--- src/sv/bums_pkg.sv ---
// ============================================================================
// bums_pkg - shared types for the bottom-up merge sorter
// Controller states and the command and status groups that join the
// controller to the datapath.
// ============================================================================
`default_nettype none

package bums_pkg;

    localparam int KEY_W = 32;

    typedef enum logic [2:0] {
        S_LOAD,
        S_PASS,
        S_RUN,
        S_READ,
        S_MERGE,
        S_NEXT,
        S_DRAIN
    } t_state;

    // controller -> datapath
    typedef struct packed {
        logic load_wr;   // store the accepted key (dropped when full)
        logic pass_init; // width 1, first run, sort from buffer A
        logic run_init;  // set up bounds and pointers of the next run pair
        logic rd;        // read both run heads
        logic mrg_wr;    // write the smaller head, advance its pointer
        logic pass_next; // double the width, swap buffers
        logic drain_rd;  // read the next sorted key into the output register
        logic clr_cnt;   // empty the set
    } t_cmd;

    // datapath -> controller
    typedef struct packed {
        logic cnt_gt1;    // more than one key held
        logic run_last;   // this merge write ends the run pair
        logic pass_last;  // the current run pair ends the pass
        logic w2_lt_n;    // doubled width still below the key count
        logic drain_last; // next drain read is the final key
        logic out_vld;    // output register holds an item
        logic out_busy;   // output register holds an item that is not taken
    } t_sts;

endpackage

`default_nettype wire

--- src/sv/bums_ctrl.sv ---
// ============================================================================
// bums_ctrl - merge sorter controller
// Sequences load, the merge passes and the drain of the sorted set.
// ============================================================================
`default_nettype none

module bums_ctrl (
    input  wire logic            i_clk,
    input  wire logic            i_rst_n,
    input  wire logic            i_s_tvalid,
    input  wire logic            i_s_tlast,
    output logic                 o_s_tready,
    input  wire bums_pkg::t_sts  i_sts,
    output bums_pkg::t_cmd       o_cmd
);

    bums_pkg::t_state r_state, n_state;

    always_ff @(posedge i_clk) begin
        if (!i_rst_n) begin
            r_state <= bums_pkg::S_LOAD;
        end else begin
            r_state <= n_state;
        end
    end

    always_comb begin
        n_state = r_state;
        case (r_state)
            bums_pkg::S_LOAD: begin
                if (i_s_tvalid && i_s_tlast) begin
                    n_state = bums_pkg::S_PASS;
                end
            end
            bums_pkg::S_PASS: begin
                if (!i_sts.out_vld) begin
                    n_state = i_sts.cnt_gt1 ? bums_pkg::S_RUN : bums_pkg::S_DRAIN;
                end
            end
            bums_pkg::S_RUN: begin
                n_state = bums_pkg::S_READ;
            end
            bums_pkg::S_READ: begin
                n_state = bums_pkg::S_MERGE;
            end
            bums_pkg::S_MERGE: begin
                if (!i_sts.run_last) begin
                    n_state = bums_pkg::S_READ;
                end else if (!i_sts.pass_last) begin
                    n_state = bums_pkg::S_RUN;
                end else begin
                    n_state = bums_pkg::S_NEXT;
                end
            end
            bums_pkg::S_NEXT: begin
                n_state = i_sts.w2_lt_n ? bums_pkg::S_RUN : bums_pkg::S_DRAIN;
            end
            bums_pkg::S_DRAIN: begin
                if (!i_sts.out_busy && i_sts.drain_last) begin
                    n_state = bums_pkg::S_LOAD;
                end
            end
            default: begin
                n_state = bums_pkg::S_LOAD;
            end
        endcase
    end

    always_comb begin
        o_cmd      = '0;
        o_s_tready = 1'b0;
        case (r_state)
            bums_pkg::S_LOAD: begin
                o_s_tready    = 1'b1;
                o_cmd.load_wr = i_s_tvalid;
            end
            bums_pkg::S_PASS: begin
                o_cmd.pass_init = !i_sts.out_vld;
            end
            bums_pkg::S_RUN: begin
                o_cmd.run_init = 1'b1;
            end
            bums_pkg::S_READ: begin
                o_cmd.rd = 1'b1;
            end
            bums_pkg::S_MERGE: begin
                o_cmd.mrg_wr = 1'b1;
            end
            bums_pkg::S_NEXT: begin
                o_cmd.pass_next = 1'b1;
            end
            bums_pkg::S_DRAIN: begin
                o_cmd.drain_rd = !i_sts.out_busy;
                o_cmd.clr_cnt  = !i_sts.out_busy && i_sts.drain_last;
            end
            default: begin
                o_cmd = '0;
            end
        endcase
    end

endmodule

`default_nettype wire

--- config.mk ---
export PLATFORM = sky130hd
export DESIGN_NAME = bums_ctrl
export DESIGN_NICKNAME = d
export VERILOG_FILES = /design/src/sv/bums_pkg.sv /design/src/sv/bums_ctrl.sv
export SDC_FILE = /design/constraint.sdc
export NUM_CORES = 1
export LEC_CHECK = 0
export BUFFER_PORTS_ARGS = -buffer_cell sky130_fd_sc_hd__clkbuf_2
export CORE_AREA = 2 2 39 41
export DETAILED_ROUTE_END_ITERATION = 8
export DIE_AREA = 0 0 41 43
export SLEW_MARGIN = 20
export SYNTH_ARGS = -nofsm -noshare
export SYNTH_HDL_FRONTEND = slang
export SYNTH_SLANG_ARGS = --single-unit
export TNS_END_PERCENT = 100
--- constraint.sdc ---
create_clock -name i_clk -period 1.6 [get_ports i_clk]
set_input_delay 0.32 -clock i_clk [delete_from_list [all_inputs] [get_ports i_clk]]
set_output_delay 0.32 -clock i_clk [all_outputs]
set_load 0.01 [all_outputs]
==> out/summary.txt, run 1 <==
Worst EP arrival = 1130 ps
maximum VDD drop = 0.224 mV
IO buf count = 19
Fin. Hold Viols = 0
clock-pin slew on the worst setup and hold paths = 40 ps
Tot GR Track Use = 10.6%
critical path's slowest cell = dfxtp_2
final total power = 0.349 mW
worst-path fanout max = 14
via count = 350
Static Leakage = 0.221 nW
multi-input logic area = 214 sq um
nets@finish = 73
Bufs and invs on worst path = 1
Placed Cells = 73
CP Launch Type = flop
status = finished, final reports clean
Hold Path Stages = 2
CTS Root Cell = clkbuf_4
Worst Reg2Reg Path Length in Cells = 3
Seq. cell area = 63.8 sq um
total CTS buffers = 3
DRC viols = 0
Yosys Warn Count = 0
full die area = 1760 sq um
Worst setup startpoint = r_state[0]
final setup TNS = 0 ps
post-synth cell types = 26
fraction of the yosys area taken by sequential cells = 19.6%
Rows = 14
unrepaired setup endpoints after global routing = no
largest area contributor in the netlist = dfxtp_1
HP Start = i_rst_n
iteration count of the initial detailed-routing pass = 4
Syn Inst Count = 41
largest registers = r_state: 3 flops
Slew Limit Fails = 0
hold endpoint = r_state[1]
Die W = 41 um
final setup fails = 0
Slew headroom = 82.9%
Biggest register = r_state
Cell Pwr Density = 810 nW/um^2
WP data required = 1280 ps
fillers = 155
f_max = 688 MHz
number of global-route vias before repair = 305
Synth top area share = 19.6%
reg2reg start = r_state[0]
Crit. End Element = primary output
Critical Path Max Stage Delay = 380 ps
post-synthesis register bit count = 3
Hold WS = 328 ps
max reg flops = 3
Die Y = 43 um
Final Cell Area = 430 sq um
Via density = 4.55
largest net degree at the start of global routing = 15
final wirelength = 732 um
mapped cell area = 307 sq um
grt ovf = 0
GPL Wtd Cong = 0.666
worst-case clock buffer depth = 2
area delta synth->final = 40.4%
total of max-cap violations = 0
global-route wire length before repair = 1150 um
critical-path cell list = nand3b_1 > nor2_1 > clkbuf_2
I/O pin count = 20
initial antenna violation count = 0
core footprint = 1380 sq um
Worst Hold Class = in2reg
hpwl dp = 581 um
critical path class = reg2out
Initial Utilization = 22.2%
clock period minus worst slack = 1450 ps
Post-CTS Setup Bufs = 0
Clock Sinks = 3
cells taking the most area after synthesis = dfxtp_1 (20%), nand2b_1 (8.2%), nor2_1 (6.1%), nor3_1 (4.9%), buf_4 (4.9%)
syn nets = 52
R2R Path End = r_state[1]
hold buffers post-CTS = 0
syn_area_per_cell = 7.48 sq um
H-tree level count = 1
final critical-path share of the clock period = 90.9%
clock skew = 5.28 ps
proportion of layout cells with a drive suffix above 1 = 50.8%
# diodes = 0
Worst Tran Pin Value = 255 ps
Routed Antenna Nets = 0
Wirelength per Cell = 9.51 um
DP Area = 395 sq um
non-filler cells, final = 77
clk_lat worst skew = 230 ps
CTS tree = done
delay-heaviest family, CP = simple AND/OR/NAND/NOR gates
R2R setup slack = 430 ps
Iteration-0 DRC Markers = 2
==> synth_stat cells <==
master / n
a211o_1: 1
a211oi_1: 1
a21o_2: 1
a21oi_1: 1
a221oi_1: 1
a22o_1: 1
a41o_1: 1
and2_1: 1
and3_2: 1
and3b_2: 1
buf_4: 2
buf_6: 1
dfxtp_1: 3
inv_1: 2
inv_2: 1
nand2_1: 2
nand2b_1: 4
nand3b_1: 1
nor2_1: 5
nor2b_1: 2
nor3_1: 3
nor3b_1: 1
nor3b_2: 1
o211ai_1: 1
o21ai_0: 1
o31a_1: 1
==> layout by cell type, fill, tap and decap left out, drive strengths merged, types with 2 or more instances in the layout <==
cell and n:
nor3b 2, dfxtp 3, clkbuf 23, nor2 5
nand2 2, inv 3, nor3 3, nor2b 2
nand2b 4
==> through the flow <==
| step | utilization [%] | setup WS [ps] |
|---|---|---|
| 2_1_floorplan | - | 212 |
| 3_3_place_gp | 28.6 | 243 |
| 4_1_cts | 31.0 | 23.1 |
| 6_report | 31.1 | 146 |
| 5_1_grt | 31.1 | 36.6 |
| 3_5_place_dp | 28.6 | 217 |
==> metal layers <==
layer / global-route usage, % / vias up / wire length, um
met4: 12.0 / 0 / 20
met1: 10.9 / 146 / 339
met5: 0 / - / 0
met2: 14.1 / 17 / 312
met3: 4.71 / 2 / 60
li1: - / 185 / -
==> layout make-up <==
type                            count  share of cell area, %
Clock buffer                        4                   6.10
Inverter                            3                   2.62
Multi-Input combinational cell     32                   49.7
Sequential cell                     3                   14.8
Tap cell                           16                   4.65
Timing Repair Buffer               19                   22.1
==> worst max path at each step <==
| stage | end | depth (start not counted) | slack [ps] |
|---|---|---|---|
| 3_5_place_dp | o_cmd[7] | 3 | 220 |
| 3_3_place_gp | o_cmd[7] | 3 | 240 |
| 6_report | o_cmd[0] | 3 | 150 |
| 5_1_grt | o_cmd[7] | 3 | 40 |
| 2_1_floorplan | o_cmd[7] | 3 | 210 |
| 4_1_cts | o_cmd[0] | 3 | 20 |
==> logic make-up after synthesis <==
family	count (synthesis)	synth area share, %
AND/OR/NAND/NOR	22	42.5
AO/OA/AOI/OAI	10	25.7
flip-flops	3	19.6
buffers and inverters	6	12.2
==> where the power goes <==
group	leakage, nW	total (mW)	internal [mW]	switching, mW
Sequential	0.0258	0.110	0.0851	0.0247
Combinational	0.180	0.105	0.0581	0.0473
Clock	0.0150	0.134	0.0935	0.0400
==> worst reg2reg max path: stages, from the launching register on <==
cell	delay, ps
dfxtp_2	450
and3b_2	230
a211oi_1	260
o31a_1	160
==> timing repair <==
action / 4_1_cts / 5_1_grt
pin swaps: 0 / 0
gates resized for setup: 3 / 1
endpoints found under the setup margin: 1 / 3
(Power assumes the default switching activity.)
==> inputs of run 2 (changes only) <==
PLACE_DENSITY = 0.49   (was not set)
==> run 2 against run 1 <==
Sequential cell count stayed put. Non-clock buffer count did not move. Sequential power hardly changed. Combinational power is essentially flat. Clock power hardly changed. Cell area is the same. Hold slack got worse by 1.9 ps. Power shrank 0.35%. Critical path depth stayed put. Fmax is 1.8% lower. Largest cell class unchanged.
==> out/summary.txt, run 2 (synthesis results as in run 1) <==
status = finished, final reports clean
DRC viols = 0 (unchanged)
Rows = 14 (unchanged)
Worst setup startpoint = r_state[2]
Worst Tran Pin Value = 237 ps (-18.0 ps)
Worst Reg2Reg Path Length in Cells = 3 (unchanged)
critical path class = reg2out
Critical Path Sink = o_cmd[7]
Via density = 4.35 (-4.3%)
I/O pin count = 20 (unchanged)
max reg flops = 3 (unchanged)
Cell Pwr Density = 807 nW/um^2 (-0.35%)
grt ovf = 0 (unchanged)
WP data required = 1280 ps (about the same)
Tot GR Track Use = 9.82% (-0.81 points)
Slew headroom = 84.1% (+1.2 points)
met3 usage = 4.71% (unchanged)
grt met2 use = 12.2% (-1.9 points)
CP Launch Type = flop
Iteration-0 DRC Markers = 0 (-2)
Wirelength per Cell = 9.42 um (-0.96%)
Hold WS = 326 ps (-1.93 ps)
Worst EP arrival = 1160 ps (+30 ps)
GPL Wtd Cong = 0.681 (+2.2%)
iteration count of the initial detailed-routing pass = 1 (-3)
via count = 335 (-4.3%)
maximum VDD drop = 0.328 mV (+46%)
Routed Antenna Nets = 0 (unchanged)
most common cell after layout, fill and taps aside = clkbuf_2
proportion of layout cells with a drive suffix above 1 = 50.8% (unchanged)
number of global-route vias before repair = 282 (-7.5%)
final wirelength = 725 um (-0.96%)
Crit. End Element = primary output
core footprint = 1380 sq um (unchanged)
# diodes = 0 (unchanged)
full die area = 1760 sq um (unchanged)
nets@finish = 73 (unchanged)
IO buf count = 19 (unchanged)
Clock Sinks = 3 (unchanged)
worst-path fanout max = 10 (-4)
hpwl dp = 556 um (-4.4%)
Die Y = 43 um (unchanged)
clock period minus worst slack = 1480 ps (+26.2 ps)
Fin. Hold Viols = 0 (unchanged)
unrepaired setup endpoints after global routing = no
CTS Root Cell = clkbuf_4
Die W = 41 um (unchanged)
CTS tree = done
area delta synth->final = 40.4% (unchanged)
final setup fails = 0 (unchanged)
f_max = 676 MHz (-1.8%)
Initial Utilization = 22.2% (unchanged)
total CTS buffers = 3 (unchanged)
global-route wire length before repair = 1150 um (unchanged)
final critical-path share of the clock period = 92.5% (+1.6 points)
initial antenna violation count = 0 (unchanged)
largest net degree at the start of global routing = 15 (unchanged)
R2R Path End = r_state[1]
reg2reg start = r_state[0]
clock skew = 1.39 ps (-3.88 ps)
largest registers = r_state: 3 flops
gr busiest metal = met1
clock-pin slew on the worst setup and hold paths = 40 ps (about the same)
clk_lat worst skew = 230 ps (about the same)
final setup TNS = 0 ps (unchanged)
R2R setup slack = 450 ps (+20 ps)
Worst Hold Class = in2reg
total of max-cap violations = 0 (unchanged)
worst-case clock buffer depth = 2 (unchanged)
Slew Limit Fails = 0 (unchanged)
H-tree level count = 1 (unchanged)
Biggest register = r_state
GR Util met1 = 13.1% (+2.2 points)
Static Leakage = 0.221 nW (unchanged)
most frequent cells in the layout = clkbuf_2 (19), nor2_1 (5), nand2b_1 (4)
## run 2: cell counts in the layout (fill, tap and decap cells not counted)
Identical to the previous run, type by type.
## run 2: how the worst min path moves through the flow
stage | cells after the start | slack, ps | to | start
after floorplan | 1 | 450 | r_state[1] | i_rst_n
after global placement | 2 | 580 | r_state[1] | i_rst_n
after detailed placement | 2 | 580 | r_state[1] | i_rst_n
after CTS | 2 | 320 | r_state[1] | i_rst_n
after global routing | 2 | 330 | r_state[1] | i_rst_n
final | 2 | 330 | r_state[1] | i_rst_n
## run 2: worst max-delay path: stages (launching register included)
cell and delay (ps):
dfxtp_2 370, nor3_2 270, and2_1 160, clkbuf_2 120
## run 2: area by class of cell
cell class | instances | area (sq um)
inverter | 3 | 11.3
clock buffer | 4 | 26.3
timing repair buffer | 19 | 95.1
multi-input combinational | 32 | 214
sequential | 3 | 63.8
tap | 16 | 20.0
fill | 154 | 953
## run 2: report_power, final
group          total (mW)  internal, mW  switching [mW]
Combinational       0.106        0.0581          0.0475
Clock               0.131        0.0933          0.0378
Sequential          0.111        0.0852          0.0255
Total               0.348         0.237           0.111
## run 2: per-layer routing
layer | up-vias | share of wire, %
li1 | 185 | -
met1 | 133 | 50
met2 | 17 | 40
met3 | 0 | 9.9
met4 | 0 | 0
met5 | - | 0
## run 2: repair_timing
item	CTS	global route
gates resized for setup	3	1
hold buffers	0	0
hold endpoints to repair	0	0
gates cloned	0	0
endpoints found under the setup margin	1	4
buffers inserted	0	0
## run 2: per-stage QoR
| step | cell area [sq um] | power (mW) | utilization (%) | setup WS [ps] | instances |
|---|---|---|---|---|---|
| floorplan | 307 | 0.183 | - | 212 | 41 |
| global placement | 395 | 0.213 | 28.6 | 230 | 73 |
| detailed placement | 395 | 0.213 | 28.6 | 224 | 73 |
| CTS | 429 | 0.354 | 31.0 | 35.3 | 77 |
| global route | 430 | 0.378 | 31.1 | 28.5 | 77 |
| finish | 430 | 0.348 | 31.1 | 120 | 77 |
